### src/sv/sfed_pkg.sv
`timescale 1ns / 1ps
// ----------------------------------------------------------------------------
// sfed_pkg: shared types and constants for the sensor frame edge decoder
// Command and status codes, frame geometry and the frame state record.
// ----------------------------------------------------------------------------
package sfed_pkg;

  // Frame geometry
  localparam int          EdgeCountW   = 7;
  localparam int          TimeW        = 32;
  localparam int          ThreshW      = 16;
  localparam int          FrameBitsW   = 40;
  localparam logic [6:0]  MAX_EDGES    = 7'd100;
  localparam logic [6:0]  FRAME_EDGES  = 7'd43;
  localparam logic [6:0]  FIRST_BIT_EDGE = 7'd3;
  localparam logic [15:0] THRESH_RESET = 16'd100;

  // Input command codes (tuser)
  typedef enum logic [1:0] {
    CMD_START = 2'd0,
    CMD_EDGE  = 2'd1,
    CMD_END   = 2'd2
  } cmd_t;

  // Result status codes (tuser)
  typedef enum logic [1:0] {
    STATUS_OK           = 2'd0,
    STATUS_COUNT_ERR    = 2'd1,
    STATUS_CHECKSUM_ERR = 2'd2
  } status_t;

  // Current frame contents, seen by the report builder
  typedef struct packed {
    logic [EdgeCountW-1:0] edge_count;
    logic [FrameBitsW-1:0] frame_bits;
  } frame_state_t;

  // One processed item, handed from the input stage to the frame and report logic
  typedef struct packed {
    logic             start;
    logic             edge_hit;
    logic             finish;
    logic [TimeW-1:0] edge_time;
  } item_ctl_t;

endpackage

### src/sv/sensor_frame_edge_decoder.sv
`timescale 1ns / 1ps
// ----------------------------------------------------------------------------
// sensor_frame_edge_decoder: single-bus humidity/temperature frame decoder
// Decodes a sensor frame from falling-edge timestamps and reports it on end.
//
//  channel  dir  handshake          payload
//  s_*      in   s_tvalid/s_tready  tuser: command; tdata: edge_time
//  m_*      out  m_tvalid/m_tready  tuser: status; tdata: report fields
//  cfg_*    in   cfg_valid/cfg_ready cfg_data: bit_threshold
//
// One item per cycle sustained: input register, then one subtract/compare
// and shift (or checksum add) into the frame state or result register.
// Reset (rst, synchronous) clears the frame and sets bit_threshold to 100.
// An end command waits in the input register while the result register is
// full and not taken; other commands pass regardless of m_tready.
// ----------------------------------------------------------------------------
module sensor_frame_edge_decoder import sfed_pkg::*; (
  input  logic        clk,
  input  logic        rst,
  input  logic        s_tvalid,
  output logic        s_tready,
  input  logic [31:0] s_tdata,   // edge_time
  input  logic [1:0]  s_tuser,   // command
  output logic        m_tvalid,
  input  logic        m_tready,
  output logic [47:0] m_tdata,   // edges_seen, humidity_whole, humidity_tenths,
                                 // temperature_whole, temperature_tenths,
                                 // below_zero, check_byte, 1 pad bit
  output logic [1:0]  m_tuser,   // status
  input  logic        cfg_valid,
  output logic        cfg_ready,
  input  logic [15:0] cfg_data   // bit_threshold
);

  logic               in_valid;
  logic [1:0]         in_cmd;
  logic [TimeW-1:0]   in_time;
  logic [ThreshW-1:0] bit_threshold;
  logic               out_free;
  logic               proc;
  item_ctl_t          item;
  frame_state_t       frame;

  // Item in the input register is processed unless it is a blocked end
  assign proc     = in_valid && ((in_cmd != CMD_END) || out_free);
  assign s_tready = !in_valid || proc;

  assign item.start     = proc && (in_cmd == CMD_START);
  assign item.edge_hit  = proc && (in_cmd == CMD_EDGE);
  assign item.finish    = proc && (in_cmd == CMD_END);
  assign item.edge_time = in_time;

  // Input register
  always_ff @(posedge clk) begin
    if (rst) begin
      in_valid <= 1'b0;
    end else if (s_tvalid && s_tready) begin
      in_valid <= 1'b1;
    end else if (proc) begin
      in_valid <= 1'b0;
    end
  end

  always_ff @(posedge clk) begin
    if (s_tvalid && s_tready) begin
      in_cmd  <= s_tuser;
      in_time <= s_tdata;
    end
  end

  // Threshold register
  assign cfg_ready = 1'b1;

  always_ff @(posedge clk) begin
    if (rst) begin
      bit_threshold <= THRESH_RESET;
    end else if (cfg_valid && cfg_ready) begin
      bit_threshold <= cfg_data;
    end
  end

  sfed_frame u_frame (
    .clk           (clk),
    .rst           (rst),
    .item          (item),
    .bit_threshold (bit_threshold),
    .frame         (frame)
  );

  sfed_report u_report (
    .clk      (clk),
    .rst      (rst),
    .load     (item.finish),
    .frame    (frame),
    .out_free (out_free),
    .m_tvalid (m_tvalid),
    .m_tready (m_tready),
    .m_tdata  (m_tdata),
    .m_tuser  (m_tuser)
  );

endmodule

### src/sv/sfed_frame.sv
`timescale 1ns / 1ps
// ----------------------------------------------------------------------------
// sfed_frame: frame state and bit slicer
// Counts falling edges, keeps the last timestamp and shifts in one data bit
// per edge for edges 3 to 42 from the interval against the bit threshold.
// ----------------------------------------------------------------------------
module sfed_frame import sfed_pkg::*; (
  input  logic               clk,
  input  logic               rst,
  input  item_ctl_t          item,
  input  logic [ThreshW-1:0] bit_threshold,
  output frame_state_t       frame
);

  logic [EdgeCountW-1:0] edge_count;
  logic [TimeW-1:0]      previous_time;
  logic [FrameBitsW-1:0] frame_bits;

  logic [TimeW-1:0] interval;
  logic             data_bit;
  logic             in_data_window;
  logic             below_limit;

  // Interval since the previous edge, read as signed; negative gives zero
  assign interval       = item.edge_time - previous_time;
  assign data_bit       = !interval[TimeW-1] &&
                          (interval >= {{(TimeW-ThreshW){1'b0}}, bit_threshold});
  assign in_data_window = (edge_count >= FIRST_BIT_EDGE) && (edge_count < FRAME_EDGES);
  assign below_limit    = (edge_count < MAX_EDGES);

  // Frame state update
  always_ff @(posedge clk) begin
    if (rst) begin
      edge_count    <= '0;
      previous_time <= '0;
      frame_bits    <= '0;
    end else if (item.start) begin
      edge_count    <= '0;
      previous_time <= '0;
      frame_bits    <= '0;
    end else if (item.edge_hit && below_limit) begin
      if (in_data_window) begin
        frame_bits <= {frame_bits[FrameBitsW-2:0], data_bit};
      end
      previous_time <= item.edge_time;
      edge_count    <= edge_count + 7'd1;
    end
  end

  assign frame.edge_count = edge_count;
  assign frame.frame_bits = frame_bits;

  // Checks
  a_count_limit: assert property (@(posedge clk) disable iff (rst)
    edge_count <= MAX_EDGES)
    else $error("edge count above limit");

  a_start_clears: assert property (@(posedge clk) disable iff (rst)
    item.start |=> (edge_count == '0) && (frame_bits == '0))
    else $error("start did not clear frame");

  a_limit_holds: assert property (@(posedge clk) disable iff (rst)
    (item.edge_hit && !item.start && edge_count == MAX_EDGES) |=>
      $stable(edge_count) && $stable(previous_time))
    else $error("edge at limit changed state");

endmodule

### src/sv/sfed_report.sv
`timescale 1ns / 1ps
// ----------------------------------------------------------------------------
// sfed_report: frame report builder and result register
// Checks edge count and byte-sum checksum, splits the frame into fields and
// holds the result until the downstream side takes it.
// ----------------------------------------------------------------------------
module sfed_report import sfed_pkg::*; (
  input  logic         clk,
  input  logic         rst,
  input  logic         load,
  input  frame_state_t frame,
  output logic         out_free,
  output logic         m_tvalid,
  input  logic         m_tready,
  output logic [47:0]  m_tdata,   // edges_seen, humidity_whole, humidity_tenths,
                                  // temperature_whole, temperature_tenths,
                                  // below_zero, check_byte, 1 pad bit
  output logic [1:0]   m_tuser    // status
);

  logic [7:0] hu, hl, tu, tl, cb;
  logic [7:0] byte_sum;
  logic       count_ok;
  status_t    status_next;
  logic [47:0] data_next;

  // Byte split and checksum
  assign hu       = frame.frame_bits[39:32];
  assign hl       = frame.frame_bits[31:24];
  assign tu       = frame.frame_bits[23:16];
  assign tl       = frame.frame_bits[15:8];
  assign cb       = frame.frame_bits[7:0];
  assign byte_sum = hu + hl + tu + tl;
  assign count_ok = (frame.edge_count == FRAME_EDGES);

  // Result fields; a bad edge count zeroes the data fields
  always_comb begin
    if (!count_ok) begin
      status_next = STATUS_COUNT_ERR;
      data_next   = {41'd0, frame.edge_count};
    end else begin
      status_next = (byte_sum != cb) ? STATUS_CHECKSUM_ERR : STATUS_OK;
      data_next   = {1'b0, cb, tl[7], tl[6:0], tu, hl, hu, frame.edge_count};
    end
  end

  assign out_free = !m_tvalid || m_tready;

  // Result register
  always_ff @(posedge clk) begin
    if (rst) begin
      m_tvalid <= 1'b0;
    end else if (load) begin
      m_tvalid <= 1'b1;
    end else if (m_tready) begin
      m_tvalid <= 1'b0;
    end
  end

  always_ff @(posedge clk) begin
    if (load) begin
      m_tdata <= data_next;
      m_tuser <= status_next;
    end
  end

  // Checks
  a_load_free: assert property (@(posedge clk) disable iff (rst)
    load |-> out_free)
    else $error("result overwritten before transfer");

  a_ok_count: assert property (@(posedge clk) disable iff (rst)
    (m_tvalid && m_tuser != STATUS_COUNT_ERR) |-> (m_tdata[6:0] == FRAME_EDGES))
    else $error("decoded result with wrong edge count");

  a_err_zero: assert property (@(posedge clk) disable iff (rst)
    (m_tvalid && m_tuser == STATUS_COUNT_ERR) |-> (m_tdata[47:7] == '0))
    else $error("count error result carries data");

endmodule

### config.mk
export PLATFORM = sky130hd
export DESIGN_NAME = sensor_frame_edge_decoder
export DESIGN_NICKNAME = d
export VERILOG_FILES = /design/src/sv/sfed_pkg.sv /design/src/sv/sensor_frame_edge_decoder.sv /design/src/sv/sfed_frame.sv /design/src/sv/sfed_report.sv
export SDC_FILE = /design/constraint.sdc
export NUM_CORES = 1
export LEC_CHECK = 0
export BUFFER_PORTS_ARGS = -buffer_cell sky130_fd_sc_hd__buf_2
export CORE_ASPECT_RATIO = 1.25
export CORE_MARGIN = 5
export CORE_UTILIZATION = 45
export DETAILED_ROUTE_END_ITERATION = 16
export PLACE_DENSITY = 0.72
export SYNTH_ARGS = -nofsm -noshare
export SYNTH_HDL_FRONTEND = slang
export SYNTH_SLANG_ARGS = --single-unit
### constraint.sdc
create_clock -name clk -period 3.8 [get_ports clk]
set_input_delay 0.19 -clock clk [delete_from_list [all_inputs] [get_ports clk]]
set_output_delay 0.19 -clock clk [all_outputs]
set_load 0.02 [all_outputs]
==> results.toml, run 1 <==
[outcome]
status = "finished with violations"
violations = "negative setup slack"

[global_route]
grt_overflow = 0
antenna_found_initial = 0
grt_pass1_vias = 7302
grt_use_total_pct = 18.24
grt_pass1_wl_um = 35200
grt_start_max_net_pins = 80

[power_and_ir_drop]
intPower_mw = 3.230
p_sw_share_pct = 27.59
ir_drop_v = 0.0003149
pwr-share-comb_pct = 12.7
seq_power_share_pct = 46.8
clkPwrFrac_pct = 40.5
power.switching_mw = 1.231
power_density_nw_per_um2 = 382.0
leakagePower_nw = 4.759

[timing]
finalSetupViolations = 1
finalWorstSetupSlack_ns = -0.2685
hold_viol = 0
fin_worst_skew_ns = 0.01667
rsz0062_at_grt = "yes"
fmax_ghz = 0.2458
slew_headroom_pct = 38.37
slew_violations = 0
period_needed_ns = 4.069
tightest_slew_ns = 0.9225
finalCritPeriodShare_pct = 107.1
finalSetupTns_ns = -0.2685
hold_ws_ns = 0.02637

[synthesis]
synth_edf_count = 83
synth-seq-cells = 180
avgSynthCellArea_sq_um = 10.09
yosysSeqAreaShare_pct = 47.47
syn_inst = 926
syn_nets = 1051
async_flop_share_pct = 0
synth_cell_types = 68
ys.flop_type = "dfxtp_1"
netlist_area_sq_um = 9340
yosys_warnings = 0

[worst_setup_path]
worstPathArrival_ns = 4.41
crit_top_cell = "a21oi_2"
cp.required_ns = 4.14
setup.worst_path.class = "reg2reg"
critPathBufInv = 2
crit_path_start_kind = "flip-flop"
path_cells = "inv_1 -> ha_2 -> fa_2 -> nor2b_2 -> o31a_1 -> o211ai_1 -> buf_4 -> nand2_1 -> a21o_1 -> a21oi_2 -> xnor2_1 -> ha_1 -> nand3_2 -> a21oi_2 -> a31oi_1 -> o221ai_1 -> or4_4 -> a211oi_2 -> nand4_1 -> o311a_1"
crit_family = "compound AO/OA/AOI/OAI gates"
cpPeakStageDelay_ns = 0.53
crit_slowest_cell = "or4_4"
cp-end-kind = "flip-flop"
path_max_fanout = 2

[clocking]
cts_tree = "done"
path_clk_slew_ns = 0.08
ctsLongestPathBuffers = 2
cts_max_level = 4
clock_latency_ns = 0.45
cts_inserted_buffers = 17
cts_sinks = 180
root_buffer = "clkbuf_16"

[floorplanning]
die_w_um = 138.9
rows = 59
start_util_pct = 45.19
fp.coreArea_sq_um = 20670
die_area_sq_um = 23760
io_pins = 108
fp.dieH_um = 171.1

[run]
maxCapViolations = 0

[worst_hold_path]
min_path_type = "in2reg"

[placed_design]
place_congestion = 0.9363
place_ws_ns = -0.4070
hpwl_um = 14980
portBuffers = 105

[finish]
drive_gt1_share_pct = 20.39
finalNetCount = 1235
mostFrequentLayoutCell = "buf_2"
final_cell_mix = "buf_2, nand2_1, dfxtp_1, edfxtp_1, nor2_1"
area_growth_pct = 25.04
diodes = 0

[drt]
route.detailed.drc = 0
drtIter0Drc = 393
via_count = 7218
routed_wl_um = 21300
vias_per_cell = 5.167
final_antenna_net_count = 0
drt-pass1-iter-count = 5
wl_per_cell_um = 15.25
state kept, by name, indices dropped and copies added, names as in the netlist:
name                   count
in_cmd                     2
u_frame.previous_time     32
u_frame.frame_bits        40
u_report.m_tvalid          1
in_time                   32
u_frame.edge_count         7
in_valid                   1
u_report.m_tuser           2
u_report.m_tdata          47
bit_threshold             16
Yosys cell counts, types with 8 or more instances:
| library cell | n | share of area, % |
|---|---|---|
| nand2_1 | 100 | 4.0 |
| inv_1 | 61 | 2.5 |
| ha_1 | 55 | 7.4 |
| clkbuf_1 | 32 | 1.3 |
| edfxtp_1 | 83 | 27 |
| nor2_1 | 83 | 3.3 |
| o21ai_0 | 17 | 0.91 |
| fa_1 | 15 | 3.2 |
| dfxtp_1 | 97 | 21 |
| mux2i_1 | 56 | 6.0 |
| xnor2_1 | 30 | 2.8 |
| xor2_1 | 13 | 1.2 |
| o211ai_1 | 8 | 0.64 |
| nand4_1 | 10 | 0.67 |
| a21o_1 | 14 | 1.1 |
| a21oi_1 | 74 | 4.0 |
| and2_1 | 42 | 2.8 |
| nand3_1 | 12 | 0.64 |
per-stage QoR:
| step | total power, mW | util, % | cell area [sq um] | std cells |
|---|---|---|---|---|
| final | 4.461 | 56.50 | 11680 | 1397 |
| after global placement | 2.618 | 50.62 | 10460 | 1309 |
| after global routing | 4.658 | 56.50 | 11680 | 1397 |
| after floorplan | 2.462 | - | 9403 | 926 |
| after detailed placement | 2.627 | 50.62 | 10460 | 1309 |
| after CTS | 4.479 | 56.13 | 11600 | 1392 |
power by group through the flow:
stage               logic [mW]  clock network, mW  registers (mW)
detailed placement       0.497                  0            2.13
finish                   0.568               1.81            2.09
global route             0.627               1.94            2.09
global placement         0.489                  0            2.13
floorplan                0.335                  0            2.13
CTS                      0.547               1.85            2.09
layout make-up:
cell class                      instances  area, sq um
Clock buffer                           17        425.4
Timing Repair Buffer                  208         1421
Multi-Input combinational cell        641         4626
Fill cell                            1803         8991
Sequential cell                       180         4434
Inverter                               62        232.7
Tap cell                              274        342.8
Clock inverter                         15        196.4
tightest hold or removal path: stages:
cell and delay (ns):
buf_2 0.10, mux2i_1 0.06, nor2_1 0.07
worst paths after layout:
| path | from | to | slack [ns] | cells past startpoint |
|---|---|---|---|---|
| hold reg to reg | u_frame.previous_time[12] | u_frame.previous_time[12] | 0.45 | 2 |
| setup reg to reg | in_time[0] | u_frame.frame_bits[0] | -0.27 | 20 |
| hold / removal | cfg_data[10] | bit_threshold[10] | 0.03 | 3 |
| setup / recovery | in_time[0] | u_frame.frame_bits[0] | -0.27 | 20 |
per-layer routing:
metal | GRT usage, % | routed length, um | up-vias
li1 | - | - | 3597
met1 | 20.98 | 8843 | 3406
met2 | 33.57 | 11180 | 176
met3 | 3.606 | 795 | 39
met4 | 6.936 | 483 | 0
met5 | 0 | 0 | -
cell families after synthesis:
| group | synth area share [%] |
|---|---|
| and+or+nand+nor | 15.00 |
| xor gates and xnor gates | 4.032 |
| adders and majority gates | 10.58 |
| buffers and inverters | 4.514 |
| muxes | 6.122 |
| other | 0.08041 |
| DFF | 47.47 |
| AOI/OAI and AO/OA | 12.19 |
repair_timing:
| action | 4_1_cts | 5_1_grt |
|---|---|---|
| endpoints found under the hold margin | 49 | 0 |
| resized for setup | 7 | 8 |
| setup endpoints to repair | 1 | 1 |
| buffers inserted | 2 | 5 |
| pin swaps | 10 | 6 |
| hold buffers | 49 | 0 |
No activity file was read; power rests on OpenSTA's default activity.
==> run 2: changes to the inputs <==
CORE_UTILIZATION = 53   (was 45)
PLACE_DENSITY = 0.81   (was 0.72)
==> results.toml, run 2 (same netlist as run 1, synthesis figures left out) <==
[outcome]
status = "finished with violations"
violations = "negative setup slack"

[worst_setup_path]
setup.worst_path.class = "reg2reg"
worstPathArrival_ns = 4.44
crit_path_end = "u_frame.frame_bits[0]"
reg2reg_depth = 17
cp.required_ns = 4.13
rrSetupSlack_ns = -0.31
cpPeakStageDelay_ns = 0.49
crit_family = "compound AO/OA/AOI/OAI gates"
startpoint = "in_time[1]"
cp-end-kind = "flip-flop"
crit_path_start_kind = "flip-flop"
reg2reg_to = "u_frame.frame_bits[0]"
crit_cells = 17
r2r-start = "in_time[1]"
crit_slowest_cell = "or4_1"
critPathBufInv = 0
path_max_fanout = 3
path_cells = "ha_1 -> nor2b_4 -> o2111ai_2 -> a21oi_2 -> nor2_2 -> o21ai_2 -> a211oi_2 -> xnor2_1 -> ha_2 -> a221oi_2 -> o2111ai_2 -> a2111oi_2 -> o311ai_1 -> or4_1 -> a211oi_2 -> nand4_1 -> o311a_1"

[clocking]
ctsLongestPathBuffers = 2
path_clk_slew_ns = 0.07
cts_sinks = 180
root_buffer = "clkbuf_16"
clock_latency_ns = 0.44
cts_tree = "done"
cts_inserted_buffers = 17
cts_max_level = 4

[placed_design]
place_congestion = 0.9243
hpwl_um = 14780
portBuffers = 105
placed_area_sq_um = 10390
place_ws_ns = -0.4118

[finish]
area_growth_pct = 24.37
largest_reg_flops = 47
regMostFlops = "u_report.m_tdata"
diodes = 0
drive_gt1_share_pct = 21.26
mostFrequentLayoutCell = "buf_2"
finalNetCount = 1236
final_cell_mix = "buf_2, nand2_1, dfxtp_1, edfxtp_1, nor2_1"
finish.utilization_pct = 66.90
final_cell_area_sq_um = 11620
top_regs = "u_report.m_tdata: 47 flops, u_frame.frame_bits: 40 flops"

[timing]
finalSetupViolations = 1
finalSetupTns_ns = -0.3079
finalCritPeriodShare_pct = 108.1
fmax_ghz = 0.2434
slew_violations = 0
fin_worst_skew_ns = 0.01238
rsz0062_at_grt = "yes"
finalWorstSetupSlack_ns = -0.3079
slew_headroom_pct = 41.77
tightest_slew_ns = 0.8735
hold_ws_ns = 0.005679
hold_viol = 0
period_needed_ns = 4.108

[drt]
drt-pass1-iter-count = 7
vias_per_cell = 5.488
route.detailed.drc = 0
final_antenna_net_count = 0
wl_per_cell_um = 16.45
drtIter0Drc = 437
via_count = 7398
routed_wl_um = 22180

[global_route]
grt.busiest_layer = "met2"
grt_overflow = 0
grt_pass1_vias = 7408
grt_start_max_net_pins = 80
grt_pass1_wl_um = 35850
use_met1_pct = 24.31
antenna_found_initial = 0
gr-usage-met2_pct = 40.69
use_met3_pct = 3.926
grt_use_total_pct = 21.96

[floorplanning]
io_pins = 108
die_w_um = 128.7
fp.coreArea_sq_um = 17360
rows = 54
die_area_sq_um = 20390
fp.dieH_um = 158.4
start_util_pct = 53.79

[power_and_ir_drop]
leakagePower_nw = 4.760
ir_drop_v = 0.0004231
power_density_nw_per_um2 = 381.8

[worst_hold_path]
min_path_type = "in2reg"

[run]
maxCapViolations = 0
run 2: cell types whose count changed in the layout (fill, tap and decap cells not counted), sizes merged:
cell / change
buf: +5
dlygate4sd3: -4
clkbuf: +1
clkinv: -3
inv: +1
clkinvlp: +1
run 2: area by class of cell:
cell class / count / area [sq um]
Clock inverter: 14 / 153.9
Tap cell: 224 / 280.3
Timing Repair Buffer: 209 / 1419
Fill cell: 1267 / 5748
Inverter: 62 / 232.7
Sequential cell: 180 / 4434
Clock buffer: 18 / 439.2
Multi-Input combinational cell: 641 / 4657
run 2: worst min path at each step:
stage                  from           endpoint  slack [ns]  cells past startpoint
6_report       cfg_data[15]  bit_threshold[15]       0.006                      3
5_1_grt         cfg_data[7]   bit_threshold[7]        0.02                      3
4_1_cts         cfg_data[0]   bit_threshold[0]       0.002                      3
3_5_place_dp    s_tdata[18]        in_time[18]        0.37                      1
3_3_place_gp    s_tdata[30]        in_time[30]        0.37                      1
2_1_floorplan    s_tuser[0]          in_cmd[0]        0.29                      0
run 2: worst register-to-register path, cell delays in order, from the launching register on:
cell	delay [ns]
edfxtp_1	0.42
ha_1	0.30
nor2b_4	0.13
o2111ai_2	0.29
a21oi_2	0.12
nor2_2	0.17
o21ai_2	0.10
a211oi_2	0.29
xnor2_1	0.12
ha_2	0.18
a221oi_2	0.19
o2111ai_2	0.14
a2111oi_2	0.29
o311ai_1	0.14
or4_1	0.49
a211oi_2	0.16
nand4_1	0.12
o311a_1	0.37
run 2: through the flow:
stage / total power [mW] / std cells
detailed placement: 2.628 / 1257
CTS: 4.418 / 1338
global placement: 2.616 / 1257
floorplan: 2.462 / 926
global route: 4.607 / 1348
finish: 4.435 / 1348
run 2: power by group:
part | leakage (nW) | total, mW | internal (mW) | switching [mW]
sequential | 1.66 | 2.09 | 2.06 | 0.0246
combinational | 2.81 | 0.591 | 0.274 | 0.317
clock | 0.288 | 1.76 | 0.902 | 0.855
total | 4.76 | 4.43 | 3.24 | 1.20
run 2: per-layer routing:
metal | wire [um] | vias to the layer above
met5 | 0 | -
met4 | 907 | 0
met3 | 977 | 72
met2 | 11780 | 215
met1 | 8516 | 3508
li1 | - | 3603
run 2: timing repair:
action	4_1_cts	5_1_grt
pin swaps	16	28
buffers inserted	4	10
gates resized for setup	7	16
hold buffers	45	0
endpoints found under the hold margin	45	0
endpoints found under the setup margin	1	1
